## config.mk

```make
export PLATFORM = sky130hd
export DESIGN_NAME = iso_tile_pick_top_flat
export DESIGN_NICKNAME = d
export VERILOG_FILES = /design/src/sv/itp_pkg.sv /design/src/sv/itp_if.sv /design/src/sv/itp_front.sv /design/src/sv/itp_queue.sv /design/src/sv/itp_back.sv /design/src/sv/iso_tile_pick_top.sv /design/src/flat_wrapper.sv
export SDC_FILE = /design/constraint.sdc
export NUM_CORES = 1
export LEC_CHECK = 0
export ABC_AREA = 1
export ABC_CLOCK_PERIOD_IN_PS = 5550
export BUFFER_PORTS_ARGS = -buffer_cell sky130_fd_sc_hd__buf_2
export CAP_MARGIN = 5
export CORE_UTILIZATION = 50
export CTS_BUF_LIST = sky130_fd_sc_hd__clkbuf_16
export CTS_CLUSTER_SIZE = 20
export DETAILED_ROUTE_END_ITERATION = 6
export PLACE_DENSITY = 0.64
export REMOVE_ABC_BUFFERS = 1
export SYNTH_ARGS = -nofsm -noshare
export SYNTH_HDL_FRONTEND = slang
export SYNTH_HIERARCHICAL = 1
export SYNTH_SLANG_ARGS = --single-unit
```

## constraint.sdc

```tcl
create_clock -name clk -period 5.55 [get_ports clk]
set_input_delay 1.11 -clock clk [delete_from_list [all_inputs] [get_ports clk]]
set_output_delay 1.11 -clock clk [all_outputs]
set_load 0.01 [all_outputs]
```

## src/sv/itp_pkg.sv

```systemverilog
// Shared types and constants of the isometric tile picker.
// Depends on nothing; every other file of the block uses it by scoped names.
package itp_pkg;

    // Configuration port.
    localparam int CFG_IDX_W  = 1;
    localparam int CFG_DATA_W = 16;
    localparam logic [CFG_IDX_W-1:0] CFG_ORIGIN_X = 1'd0;
    localparam logic [CFG_IDX_W-1:0] CFG_ORIGIN_Y = 1'd1;

    // Largest distance a point can lie left of or above the origin.
    localparam int ORIGIN_SPAN = 32767;

    // Width of a biased, always non-negative offset from the origin.
    localparam int OFS_W = 17;

    // Signed width of tile indices; holds the widest grid plus one step off it.
    localparam int IDX_W = 10;

    // Corner codes of a result.
    localparam logic [2:0] CORNER_NONE = 3'd0;
    localparam logic [2:0] CORNER_LT   = 3'd1;
    localparam logic [2:0] CORNER_RT   = 3'd2;
    localparam logic [2:0] CORNER_LB   = 3'd3;
    localparam logic [2:0] CORNER_RB   = 3'd4;

    // Depth of the queue between front and back.
    localparam int QUEUE_DEPTH = 2;

    typedef struct packed {
        logic [11:0] point_x;
        logic [11:0] point_y;
    } pick_t;

    typedef struct packed {
        logic       hit;
        logic [3:0] tile_col;
        logic [3:0] tile_row;
        logic [2:0] corner;
    } result_t;

    typedef struct packed {
        logic [OFS_W-1:0] ofs_x;
        logic [OFS_W-1:0] ofs_y;
    } queue_entry_t;

    typedef struct packed {
        logic full;
        logic empty;
    } queue_stat_t;

endpackage

```

## src/sv/itp_if.sv

```systemverilog
// Stream interfaces of the isometric tile picker: point input and result output.
// Depends on itp_pkg for the payload types.
interface itp_pick_if;
    logic          valid;
    logic          ready;
    itp_pkg::pick_t data;

    modport source (output valid, output data, input ready);
    modport sink   (input valid, input data, output ready);
endinterface

interface itp_result_if;
    logic             valid;
    logic             ready;
    itp_pkg::result_t data;

    modport source (output valid, output data, input ready);
    modport sink   (input valid, input data, output ready);
endinterface

```

## src/sv/itp_front.sv

```systemverilog
// Front of the isometric tile picker: origin registers and point intake.
// Depends on itp_pkg and itp_if; feeds itp_queue.
module itp_front #(
    parameter int CELL_W = 64,
    parameter int CELL_H = 32
) (
    input  logic                           clk,
    input  logic                           rst_n,
    input  logic                           cfg_we,
    input  logic [itp_pkg::CFG_IDX_W-1:0]  cfg_index,
    input  logic [itp_pkg::CFG_DATA_W-1:0] cfg_data,
    itp_pick_if.sink                       pick,
    input  itp_pkg::queue_stat_t           stat,
    output logic                           push,
    output itp_pkg::queue_entry_t          entry
);
    localparam int UW     = itp_pkg::OFS_W;
    localparam int SW     = UW + 1;
    localparam int KX     = (itp_pkg::ORIGIN_SPAN + CELL_W - 1) / CELL_W;
    localparam int KY     = (itp_pkg::ORIGIN_SPAN + CELL_H - 1) / CELL_H;
    localparam int BIAS_X = KX * CELL_W;
    localparam int BIAS_Y = KY * CELL_H;

    logic signed [itp_pkg::CFG_DATA_W-1:0] origin_x_reg, origin_x_next;
    logic signed [itp_pkg::CFG_DATA_W-1:0] origin_y_reg, origin_y_next;
    logic signed [SW-1:0]                  sum_x, sum_y;

    always_comb
    begin
        origin_x_next = origin_x_reg;
        origin_y_next = origin_y_reg;
        if (cfg_we)
        begin
            case (cfg_index)
                itp_pkg::CFG_ORIGIN_X: origin_x_next = cfg_data;
                itp_pkg::CFG_ORIGIN_Y: origin_y_next = cfg_data;
                default: ;
            endcase
        end
    end

    always_ff @(posedge clk or negedge rst_n)
    begin
        if (!rst_n)
        begin
            origin_x_reg <= '0;
            origin_y_reg <= '0;
        end
        else
        begin
            origin_x_reg <= origin_x_next;
            origin_y_reg <= origin_y_next;
        end
    end

    // The bias is a whole number of cells, so the offset stays non-negative
    // and the back can floor it with an unsigned division.
    always_comb
    begin
        sum_x = $signed(SW'(pick.data.point_x)) - SW'(origin_x_reg) + $signed(SW'(BIAS_X));
        sum_y = $signed(SW'(pick.data.point_y)) - SW'(origin_y_reg) + $signed(SW'(BIAS_Y));
        entry.ofs_x = sum_x[UW-1:0];
        entry.ofs_y = sum_y[UW-1:0];
    end

    assign pick.ready = !stat.full;
    assign push       = pick.valid && !stat.full;

endmodule

```

## src/sv/itp_queue.sv

```systemverilog
// Short queue that decouples the front from the back of the tile picker.
// Depends on itp_pkg for the entry and status types.
module itp_queue (
    input  logic                  clk,
    input  logic                  rst_n,
    input  logic                  push,
    input  itp_pkg::queue_entry_t wr_entry,
    input  logic                  pop,
    output itp_pkg::queue_entry_t rd_entry,
    output itp_pkg::queue_stat_t  stat
);
    localparam int DEPTH = itp_pkg::QUEUE_DEPTH;
    localparam int PTR_W = (DEPTH > 1) ? $clog2(DEPTH) : 1;
    localparam int CNT_W = $clog2(DEPTH + 1);

    itp_pkg::queue_entry_t mem_reg [DEPTH];
    logic [PTR_W-1:0]      wr_ptr_reg, wr_ptr_next;
    logic [PTR_W-1:0]      rd_ptr_reg, rd_ptr_next;
    logic [CNT_W-1:0]      count_reg, count_next;

    always_comb
    begin
        wr_ptr_next = wr_ptr_reg;
        rd_ptr_next = rd_ptr_reg;
        count_next  = count_reg;
        if (push)
        begin
            wr_ptr_next = (wr_ptr_reg == PTR_W'(DEPTH - 1)) ? '0 : wr_ptr_reg + 1'b1;
        end
        if (pop)
        begin
            rd_ptr_next = (rd_ptr_reg == PTR_W'(DEPTH - 1)) ? '0 : rd_ptr_reg + 1'b1;
        end
        case ({push, pop})
            2'b10:   count_next = count_reg + 1'b1;
            2'b01:   count_next = count_reg - 1'b1;
            default: count_next = count_reg;
        endcase
    end

    always_ff @(posedge clk or negedge rst_n)
    begin
        if (!rst_n)
        begin
            wr_ptr_reg <= '0;
            rd_ptr_reg <= '0;
            count_reg  <= '0;
        end
        else
        begin
            wr_ptr_reg <= wr_ptr_next;
            rd_ptr_reg <= rd_ptr_next;
            count_reg  <= count_next;
        end
    end

    always_ff @(posedge clk)
    begin
        if (push)
        begin
            mem_reg[wr_ptr_reg] <= wr_entry;
        end
    end

    assign rd_entry   = mem_reg[rd_ptr_reg];
    assign stat.full  = (count_reg == CNT_W'(DEPTH));
    assign stat.empty = (count_reg == '0);

endmodule

```

## src/sv/itp_back.sv

```systemverilog
// Back of the isometric tile picker: cell floor, edge test, neighbor move, result.
// Depends on itp_pkg and itp_if; drains itp_queue.
module itp_back #(
    parameter int TILES_ACROSS = 16,
    parameter int TILES_DOWN   = 16,
    parameter int CELL_W       = 64,
    parameter int CELL_H       = 32
) (
    input  logic                  clk,
    input  logic                  rst_n,
    input  itp_pkg::queue_entry_t rd_entry,
    input  itp_pkg::queue_stat_t  stat,
    output logic                  pop,
    itp_result_if.source          result
);
    localparam int UW  = itp_pkg::OFS_W;
    localparam int CXW = UW + 1;
    localparam int CLW = CXW + 1;
    localparam int TW  = itp_pkg::IDX_W;
    localparam int KX  = (itp_pkg::ORIGIN_SPAN + CELL_W - 1) / CELL_W;
    localparam int KY  = (itp_pkg::ORIGIN_SPAN + CELL_H - 1) / CELL_H;
    // Reciprocals exact for every UW-bit dividend.
    localparam int SX  = UW + $clog2(CELL_W);
    localparam int SY  = UW + $clog2(CELL_H);
    localparam int MX  = (2**SX + CELL_W - 1) / CELL_W;
    localparam int MY  = (2**SY + CELL_H - 1) / CELL_H;
    localparam int MW  = UW + 2;
    localparam int PRW = UW + MW;
    localparam int PXW = $clog2(CELL_W);
    localparam int PYW = $clog2(CELL_H);
    localparam int PW  = PXW + PYW + 4;
    localparam int RW  = CELL_W / 2;
    localparam int RH  = CELL_H / 2;

    logic en;

    // Stage 1: quotients.
    logic              v1_reg, v1_next;
    logic [UW-1:0]     s1_ux_reg, s1_uy_reg, s1_qx_reg, s1_qy_reg;
    logic [UW-1:0]     s1_qx_next, s1_qy_next;
    logic [PRW-1:0]    prod_x, prod_y;

    // Stage 2: offsets within the cell and the cell's tile.
    logic              v2_reg, v2_next;
    logic [PXW-1:0]    s2_px_reg, s2_px_next;
    logic [PYW-1:0]    s2_py_reg, s2_py_next;
    logic signed [TW-1:0] s2_col_reg, s2_col_next, s2_row_reg, s2_row_next;
    logic              s2_ok_reg, s2_ok_next;
    logic signed [CXW-1:0] cx, cy;
    logic signed [CLW-1:0] col_full, row_full;

    // Stage 3: edge test operands.
    logic              v3_reg, v3_next;
    logic signed [PW-1:0] s3_lhs_reg, s3_lhs_next, s3_rhs_reg, s3_rhs_next;
    logic [2:0]        s3_corner_reg, s3_corner_next;
    logic signed [TW-1:0] s3_col_reg, s3_row_reg;
    logic              s3_ok_reg;
    logic signed [PW-1:0] pxs, pys, rws, rhs;
    logic              left, top;

    // Output register.
    logic              res_valid_reg, res_valid_next;
    itp_pkg::result_t  res_reg, res_next;
    logic signed [TW-1:0] mcol, mrow;
    logic              in_edge, in_grid;

    assign en  = !res_valid_reg || result.ready;
    assign pop = en && !stat.empty;

    assign v1_next        = pop;
    assign v2_next        = v1_reg;
    assign v3_next        = v2_reg;
    assign res_valid_next = v3_reg;

    always_ff @(posedge clk or negedge rst_n)
    begin
        if (!rst_n)
        begin
            v1_reg        <= 1'b0;
            v2_reg        <= 1'b0;
            v3_reg        <= 1'b0;
            res_valid_reg <= 1'b0;
        end
        else if (en)
        begin
            v1_reg        <= v1_next;
            v2_reg        <= v2_next;
            v3_reg        <= v3_next;
            res_valid_reg <= res_valid_next;
        end
    end

    // Stage 1: floor by a constant through a reciprocal multiply.
    always_comb
    begin
        prod_x     = PRW'(rd_entry.ofs_x) * PRW'(MX);
        prod_y     = PRW'(rd_entry.ofs_y) * PRW'(MY);
        s1_qx_next = UW'(prod_x >> SX);
        s1_qy_next = UW'(prod_y >> SY);
    end

    // Stage 2: remainder and the tile that owns the cell's diamond.
    always_comb
    begin
        s2_px_next  = PXW'(s1_ux_reg - UW'(s1_qx_reg * UW'(CELL_W)));
        s2_py_next  = PYW'(s1_uy_reg - UW'(s1_qy_reg * UW'(CELL_H)));
        cx          = $signed({1'b0, s1_qx_reg}) - $signed(CXW'(KX));
        cy          = $signed({1'b0, s1_qy_reg}) - $signed(CXW'(KY));
        col_full    = {cx[CXW-1], cx} + {cy[CXW-1], cy};
        row_full    = {cy[CXW-1], cy} - {cx[CXW-1], cx};
        s2_ok_next  = (col_full >= 0) && (col_full < $signed(CLW'(TILES_ACROSS)))
                   && (row_full >= 0) && (row_full < $signed(CLW'(TILES_DOWN)));
        s2_col_next = TW'(col_full);
        s2_row_next = TW'(row_full);
    end

    // Stage 3: quadrant and the two sides of its edge, all as lhs <= rhs.
    always_comb
    begin
        pxs  = PW'(s2_px_reg);
        pys  = PW'(s2_py_reg);
        rws  = PW'(RW);
        rhs  = PW'(RH);
        left = ({1'b0, s2_px_reg, 1'b0} < (PXW + 2)'(CELL_W));
        top  = ({1'b0, s2_py_reg, 1'b0} < (PYW + 2)'(CELL_H));
        case ({left, top})
            2'b11:
            begin
                s3_corner_next = itp_pkg::CORNER_LT;
                s3_lhs_next    = rws * (rhs - pys);
                s3_rhs_next    = pxs * rhs;
            end
            2'b01:
            begin
                s3_corner_next = itp_pkg::CORNER_RT;
                s3_lhs_next    = (pxs - rws) * rhs;
                s3_rhs_next    = pys * rws;
            end
            2'b10:
            begin
                s3_corner_next = itp_pkg::CORNER_LB;
                s3_lhs_next    = (pys - rhs) * rws;
                s3_rhs_next    = pxs * rhs;
            end
            default:
            begin
                s3_corner_next = itp_pkg::CORNER_RB;
                s3_lhs_next    = (pxs - rws) * rhs;
                s3_rhs_next    = rws * (rhs + rhs - pys);
            end
        endcase
    end

    // Output: move to the neighbor when outside the edge, then check the grid.
    always_comb
    begin
        in_edge = (s3_lhs_reg <= s3_rhs_reg);
        mcol    = s3_col_reg;
        mrow    = s3_row_reg;
        if (!in_edge)
        begin
            case (s3_corner_reg)
                itp_pkg::CORNER_LT: mcol = s3_col_reg - TW'(1);
                itp_pkg::CORNER_RT: mrow = s3_row_reg - TW'(1);
                itp_pkg::CORNER_LB: mrow = s3_row_reg + TW'(1);
                default:            mcol = s3_col_reg + TW'(1);
            endcase
        end
        in_grid = s3_ok_reg
               && (mcol >= 0) && (mcol < $signed(TW'(TILES_ACROSS)))
               && (mrow >= 0) && (mrow < $signed(TW'(TILES_DOWN)));
        res_next.hit      = in_grid;
        res_next.tile_col = in_grid ? mcol[3:0] : 4'd0;
        res_next.tile_row = in_grid ? mrow[3:0] : 4'd0;
        res_next.corner   = (in_grid && !in_edge) ? s3_corner_reg : itp_pkg::CORNER_NONE;
    end

    always_ff @(posedge clk)
    begin
        if (en)
        begin
            s1_ux_reg     <= rd_entry.ofs_x;
            s1_uy_reg     <= rd_entry.ofs_y;
            s1_qx_reg     <= s1_qx_next;
            s1_qy_reg     <= s1_qy_next;
            s2_px_reg     <= s2_px_next;
            s2_py_reg     <= s2_py_next;
            s2_col_reg    <= s2_col_next;
            s2_row_reg    <= s2_row_next;
            s2_ok_reg     <= s2_ok_next;
            s3_lhs_reg    <= s3_lhs_next;
            s3_rhs_reg    <= s3_rhs_next;
            s3_corner_reg <= s3_corner_next;
            s3_col_reg    <= s2_col_reg;
            s3_row_reg    <= s2_row_reg;
            s3_ok_reg     <= s2_ok_reg;
            res_reg       <= res_next;
        end
    end

    assign result.valid = res_valid_reg;
    assign result.data  = res_reg;

endmodule

```

## src/sv/iso_tile_pick_top.sv

```systemverilog
// Top level of the isometric tile picker: front, queue and back wired together.
// Depends on itp_pkg, itp_if, itp_front, itp_queue and itp_back.

// The picker maps one screen point to a tile of an isometric diamond grid and
// sustains one point per clock cycle: a new point transfer can be taken in
// every cycle while results keep being taken. A point is written into the
// queue at its transfer edge, then passes through the back's three pipeline
// stages, each ending in a register: the reciprocal multiply that floors the
// offset into a cell, the multiply back to the cell remainder and the edge
// cross-multiplications. Its result is then held in the back's output
// register. The origin registers are written through the plain write port
// and should only change while no point is in flight. A stall on the result
// side freezes the back pipeline; the two-entry queue keeps the input side
// accepting until it fills.
module iso_tile_pick_top #(
    parameter int TILES_ACROSS = 16,
    parameter int TILES_DOWN   = 16,
    parameter int CELL_W       = 64,
    parameter int CELL_H       = 32
) (
    input  logic                           clk,
    input  logic                           rst_n,
    input  logic                           cfg_we,
    input  logic [itp_pkg::CFG_IDX_W-1:0]  cfg_index,
    input  logic [itp_pkg::CFG_DATA_W-1:0] cfg_data,
    itp_pick_if.sink                       pick,
    itp_result_if.source                   result
);
    // Queue handshake between the front and the back.
    itp_pkg::queue_stat_t  stat;
    itp_pkg::queue_entry_t wr_entry;
    itp_pkg::queue_entry_t rd_entry;
    logic                  push;
    logic                  pop;

    // The front holds the origin and turns each point into a biased offset.
    itp_front #(
        .CELL_W (CELL_W),
        .CELL_H (CELL_H)
    ) u_front (
        .clk       (clk),
        .rst_n     (rst_n),
        .cfg_we    (cfg_we),
        .cfg_index (cfg_index),
        .cfg_data  (cfg_data),
        .pick      (pick),
        .stat      (stat),
        .push      (push),
        .entry     (wr_entry)
    );

    itp_queue u_queue (
        .clk      (clk),
        .rst_n    (rst_n),
        .push     (push),
        .wr_entry (wr_entry),
        .pop      (pop),
        .rd_entry (rd_entry),
        .stat     (stat)
    );

    // The back floors into a cell, tests the diamond edge and builds the result.
    itp_back #(
        .TILES_ACROSS (TILES_ACROSS),
        .TILES_DOWN   (TILES_DOWN),
        .CELL_W       (CELL_W),
        .CELL_H       (CELL_H)
    ) u_back (
        .clk      (clk),
        .rst_n    (rst_n),
        .rd_entry (rd_entry),
        .stat     (stat),
        .pop      (pop),
        .result   (result)
    );

    // A miss carries no tile and no corner.
    assert property (@(posedge clk) disable iff (!rst_n)
        (result.valid && !result.data.hit) |->
        (result.data.tile_col == 4'd0 && result.data.tile_row == 4'd0
         && result.data.corner == itp_pkg::CORNER_NONE))
        else $error("miss result carries tile or corner data");

    // The corner code never goes past the last cell corner.
    assert property (@(posedge clk) disable iff (!rst_n)
        result.valid |-> (result.data.corner <= itp_pkg::CORNER_RB))
        else $error("corner code out of range");

    // The queue is never reported full and empty at once, and never pops empty.
    assert property (@(posedge clk) disable iff (!rst_n)
        !(stat.full && stat.empty) && !(pop && stat.empty))
        else $error("queue status inconsistent");

endmodule

```

## src/flat_wrapper.sv

```systemverilog
// flat-port wrapper written by rule: the top's interface ports become plain ports
module iso_tile_pick_top_flat 
#(
    parameter int TILES_ACROSS = 16,
    parameter int TILES_DOWN   = 16,
    parameter int CELL_W       = 64,
    parameter int CELL_H       = 32
)
  (clk, rst_n, cfg_we, cfg_index, cfg_data, pick_valid, pick_data, pick_ready, result_valid, result_data, result_ready);
  itp_pick_if pick_i ();
  itp_result_if result_i ();
  input  logic clk;
  input  logic rst_n;
  input  logic cfg_we;
  input  logic [itp_pkg::CFG_IDX_W-1:0] cfg_index;
  input  logic [itp_pkg::CFG_DATA_W-1:0] cfg_data;
  input wire logic [$bits(pick_i.valid)-1:0] pick_valid;
  input wire logic [$bits(pick_i.data)-1:0] pick_data;
  output wire logic [$bits(pick_i.ready)-1:0] pick_ready;
  output wire logic [$bits(result_i.valid)-1:0] result_valid;
  output wire logic [$bits(result_i.data)-1:0] result_data;
  input wire logic [$bits(result_i.ready)-1:0] result_ready;
  assign pick_i.valid = pick_valid;
  assign pick_i.data = pick_data;
  assign pick_ready = pick_i.ready;
  assign result_valid = result_i.valid;
  assign result_data = result_i.data;
  assign result_i.ready = result_ready;
  iso_tile_pick_top #(.TILES_ACROSS(TILES_ACROSS), .TILES_DOWN(TILES_DOWN), .CELL_W(CELL_W), .CELL_H(CELL_H)) u_core (.clk(clk), .rst_n(rst_n), .cfg_we(cfg_we), .cfg_index(cfg_index), .cfg_data(cfg_data), .pick(pick_i), .result(result_i));
endmodule
```

[After elaboration in Yosys (flattened, before gate mapping)]
Memories as Yosys holds them, arrays and structs flattened. A register that Yosys moved wholly into a read port is not among the register bits.
Index checks and enable logic that the tools add are counted.
W data, S select, Z words.
Operators by class
  add/sub/neg operators: 22
  $lt $le $gt $ge: 11
  equal/unequal tests: 9
  mux-type cells: 12
  bitwise gates (word level): 1
  reduce and logical (&&, ||, !) cells: 21
Operators with widths (count)
  $pmux W15 S2: 2
  $pmux W10 S2: 2
  $add A17 B17 Y17 const B: 2
  $sub A13 B16 Y17: 2
  $ge A14 B1 Y1 const B: 2
  $lt A14 B6 Y1 const B: 2
  $add A10 B2 Y10 const B: 2
  $ge A10 B1 Y1 const B: 2
  $lt A10 B6 Y1 const B: 2
  $mux W10: 2
  $sub A10 B2 Y10 const B: 2
  $le A15 B15 Y1: 1
  $add A12 B13 Y14: 1
  $sub A13 B12 Y14: 1
  $sub A12 B11 Y13 const B: 1
  $sub A11 B10 Y12 const B: 1
  $logic_and A1 B1 Y1: 10
  $pmux W3 S3: 1
  $eq A2 B2 Y1 const B: 4
  $lt A7 B7 Y1 const B: 1
  $sub A6 B5 Y7 const A: 1
  $sub A6 B6 Y7 const B: 1
  $eq A3 B2 Y1 const B: 2
  $lt A6 B6 Y1 const B: 1
  18 further kinds: 28
Word-level totals
  bits in registers: 138
  bits in writable memories: 68
  input bits: 46
  output and inout port bits: 14
  logic and storage cells: 101
  memories: 1
Memory list
  u_core.u_queue.mem_reg: depth 2, width 34, rd ports 1, clocked after memory_dff 1, wr ports 1, RTL line itp_queue.sv:16  | itp_pkg::queue_entry_t mem_reg [DEPTH];

[Logic depth before layout (Yosys ltp)]
  depth in word-level cells: 10
  gate-level depth with buffers: 18
  mapped depth without buffers: 18

[Cells and area by module]
The synthesis kept the hierarchy.
Modules (own cells, without submodules)
  itp_back: instances 1, cells each 726, area an instance 6915.4 um2, seq. area each 3523.4 um2
  itp_front: instances 1, cells each 497, area an instance 2994.1 um2, seq. area each 800.8 um2
  itp_queue: instances 1, cells each 202, area an instance 2767.7 um2, seq. area each 2142.1 um2

[Worst setup path after synthesis]
No wires, ideal clock.
  path type: in2reg
  start point: input result_ready
  end point: register u_core.u_back.res_reg, in the netlist u_core/u_back/result.data[0] (enable)
  setup time: 470 ps
  data arrival time: 3446 ps
  required time: 5080 ps
  setup slack: 1633 ps
  stages on the path: 2
  path buffers: 0
  cell sequence: nor2_1 inv_1
On the way
  cells in the longest elaborated chain, start to end: 1
Ends and longest elaborated chain
  start: declaration: RTL line flat_wrapper.sv:22  | input wire logic [$bits(result_i.ready)-1:0] result_ready;
  $logic_or A1 B1 Y1: RTL line itp_back.sv:67  | assign en = !res_valid_reg || result.ready;
  end signal: assignment: RTL line itp_back.sv:197  | res_reg <= res_next;
  end: declaration: RTL line itp_back.sv:63  | itp_pkg::result_t res_reg, res_next;
Every way passes these cells.
A chain may end at the register's enable or synchronous reset.

[Final worst setup path]
  start point: register u_core.u_back.s3_corner_reg[2]
  end point: register u_core.u_back.res_reg, in the netlist u_core/u_back/result.data[4], data pin
On the way
  cells in the longest elaborated chain, start to end: 9
  elaborated cells between the ends (all ways): 16
  those cells by class: order compare (4); eq/ne (3); mux (4); reduce/logical (5)
Ends and longest elaborated chain
  start: declaration: RTL line itp_back.sv:55  | logic [2:0] s3_corner_reg, s3_corner_next;
  start signal: assignment: RTL line itp_back.sv:193  | s3_corner_reg <= s3_corner_next;
  $eq A3 B2 Y1: RTL line itp_back.sv:162  | case (s3_corner_reg)
  $reduce_or A2 Y1 (no line)
  $pmux W10 S2: RTL line itp_back.sv:162
  $mux W10: RTL line itp_back.sv:160  | if (!in_edge)
  $ge A10 B1 Y1: RTL line itp_back.sv:170  | && (mcol >= 0) && (mcol < $signed(TW'(TILES_ACROSS)))
  $logic_and A1 B1 Y1 (2 in series): RTL line itp_back.sv:170
  $logic_and A1 B1 Y1 (2 in series): RTL line itp_back.sv:171  | && (mrow >= 0) && (mrow < $signed(TW'(TILES_DOWN)));
Parallel ways exist; a longest one is shown, timed or not.

==> results_dict.tcl <==
set metrics [dict create \
    status "finished clean" \
    syn_inst 1425 \
    sw_frac_of_total_pct 41.90 \
    cts_resized 0 \
    syn_area_um2 12680 \
    drive_gt1_share_pct 9.464 \
    coreArea_um2 24600 \
    fin_hold_ws_ns 0.4079 \
    yosysTopAreaCellShare_pct 43.11 \
    postSynthAreaPerCell_um2 8.896 \
    worst_slew_pin_slew_ns 1.013 \
    setup_viol 0 \
    clkSinkCount 222 \
    htreeDepth 1 \
    p_switching_uw 3603 \
    cts_tree "yes" \
    final_nets 1628 \
    r2r-start "u_core/u_back/s3_corner_reg[2]" \
    stdcell_count 1835 \
    antenna_found_initial 0 \
    seqPwrFrac_pct 35.0 \
    max_stage_delay_ns 0.44 \
    rr_worst_depth 14 \
    crit_path_cell_trace "nor2_1, nand2_1, ha_1, a21oi_2, nor2_1, nor2_1, nand2_1, nand2_1, nand3_1, nor2_1, nand2_1, nand2_1, o21ai_2, nor3_1" \
    yosysTopAreaCell "edfxtp_1" \
    postCtsHoldBufs 0 \
    clk_latency_ns 0.51 \
    crit_slowest_cell "ha_1" \
    overflow 0 \
    place.gp.congestion 0.8853 \
    route.detailed.drc 0 \
    power_uw 8601 \
    p_comb_share_pct 48.3 \
    mostFrequentLayoutCells "nand2_1 (392), inv_1 (278), edfxtp_1 (182), ha_1 (82), nor2_1 (81)" \
    slew_headroom_pct 32.45 \
    power.density_nw_per_um2 614.4 \
    dpl.hpwl_mm 17.52 \
    critPathMaxFanout 9 \
    wl_per_cell_um 12.52 \
    grt_max_degree 87 \
    ys_warn_count 6 \
    die_h_um 161.2 \
    grt_pass1_vias 8683 \
    largest_register_ffs 68 \
    layout_commonest_cell "nand2_1" \
    period_needed_ns 2.795 \
    drt_iter0_drc 386 \
    grt_pass1_wl_mm 39.44 \
    fmax_ghz 0.3578 \
    fin_ws_ns 2.755 \
    max_cap_viol_count 0 \
    start_util_pct 51.52 \
    drt_first_pass_iters 4 \
    crit_type "flop to flop" \
    startpoint "u_core/u_back/s3_corner_reg[2]" \
    wirelength_mm 22.98 \
    cp_data_arrival_time_ns 3.14 \
    cp-start-kind "flop" \
    min-delay-start "u_core/u_back/s2_col_reg[5]" \
    reg2reg_to "u_core/u_back/result.data[4]" \
    setup_tns_ns 0 \
    synth_area_leaders "edfxtp_1 (43%), nand2_1 (12%), inv_1 (8.1%)" \
    slew_violations 0 \
    grt_usage_pct 18.63 \
    diodes 0 \
    hold_violations 0 \
    ys_ff_latch 222 \
    hold_class "flop to flop" \
    synth_flop_cell "edfxtp_1" \
    syn2layout_area_growth_pct 10.43 \
    portBuffers 59 \
    netlist-cell-type-count 49 \
    rsz0062_at_grt "no" \
    via_count 8955 \
    regToRegSetupSlack_ns 2.76 \
    p_leak_uw 0.006852 \
    critPathRequiredTime_ns 5.89 \
    cts_buffer_depth 3 \
    dpl.cell_count 1792 \
    seq_area_frac_synth_pct 51.01 \
    fin_crit_sh_pct 50.36 \
    post_cts_buffers 0 \
    io_pins 60 \
    die_area_um2 26000 \
    die_x_um 161.2 \
    cts_buffers 24 \
    ant_nets 0 \
    p_int_uw 4997 \
    preCtsSetupSlack_ns 2.577 \
    root_buffer "clkbuf_16" \
    critPathCaptureType "flop" \
    cpMostUsedCell "nand2_1" \
    ir_drop_uv 322.8 \
    num_rows 57 \
    clk_pin_slew_ns 0.06 \
    synth_edf_count 182 \
    clkPwrFrac_pct 16.7 \
    critPathCapture "u_core/u_back/result.data[4]" \
    ys_async_sr_fraction_pct 18.02 \
    vias_per_cell 4.880 \
    finalClockSkew_ns 0.01159 \
]
## stage by stage
step	utilization, %	cell area, um^2
3_5_place_dp	53.97	13280
6_report	56.90	14000
4_1_cts	56.90	14000
2_1_floorplan	-	12540
5_1_grt	56.90	14000
3_3_place_gp	53.97	13280
## logic make-up after synthesis
group                    share of synthesized area (%)
AO/OA/AOI/OAI                                    7.432
AND/OR/NAND/NOR                                  20.46
multiplexers                                   0.07896
flip-flops                                       51.01
XOR/XNOR                                         2.487
buffers and inverters                            9.495
adder cells (fa/ha/maj)                          9.041
## worst max-delay path: cells and delay by family (launching register included)
| family | cells | cell delay, ns |
|---|---|---|
| fa+ha+maj | 1 | 0.44 |
| compound gates | 2 | 0.30 |
| flops | 1 | 0.38 |
| simple gates | 11 | 1.50 |
## synthesized netlist by cell type (all sizes together), types with 14 or more instances
| master | count |
|---|---|
| edfxtp | 182 |
| buf | 15 |
| inv | 284 |
| dfrtp | 40 |
| a21oi | 48 |
| nor2 | 87 |
| xnor2 | 14 |
| nand4 | 19 |
| xor2 | 22 |
| ha | 82 |
| nand3 | 70 |
| o21ai | 94 |
| nor3 | 19 |
| nand2 | 401 |
## power by group through the flow
stage                     Clock (uW)  Combinational [uW]  Sequential, uW
after floorplan                    0                3180            3030
after global placement             0                4110            3030
after detailed placement           0                4170            3050
after CTS                       1480                4190            3020
after global routing            1550                4780            3080
final                           1430                4160            3010
## routing by layer
layer,GRT usage (%),routed length (um),vias up
met5,0,0,-
li1,-,-,4735
met2,34.09,11540,138
met3,2.465,783,30
met4,4.503,449,0
met1,23.20,10210,4052
## layout make-up
| class | instances | area [um^2] |
|---|---|---|
| repair buffers | 63 | 325.3 |
| fillers | 2204 | 10610 |
| multi-input cells | 898 | 5010 |
| inverters | 285 | 1072 |
| clock inverters | 19 | 118.9 |
| flip-flops and latches | 222 | 6467 |
| clock buffers | 24 | 600.6 |
| well taps | 324 | 405.4 |
## how the worst min path moves through the flow
| stage | depth (start not counted) | to |
|---|---|---|
| detailed placement | 0 | u_core/u_back/s3_row_reg[4] |
| global route | 0 | u_core/u_back/s3_col_reg[5] |
| CTS | 0 | u_core/u_back/s3_col_reg[5] |
| floorplan | 0 | u_core/u_back/s2_px_reg[0] |
| global placement | 0 | u_core/u_back/s3_row_reg[6] |
| finish | 0 | u_core/u_back/s3_col_reg[5] |
Note: power is estimated with default switching activity, not from simulation.
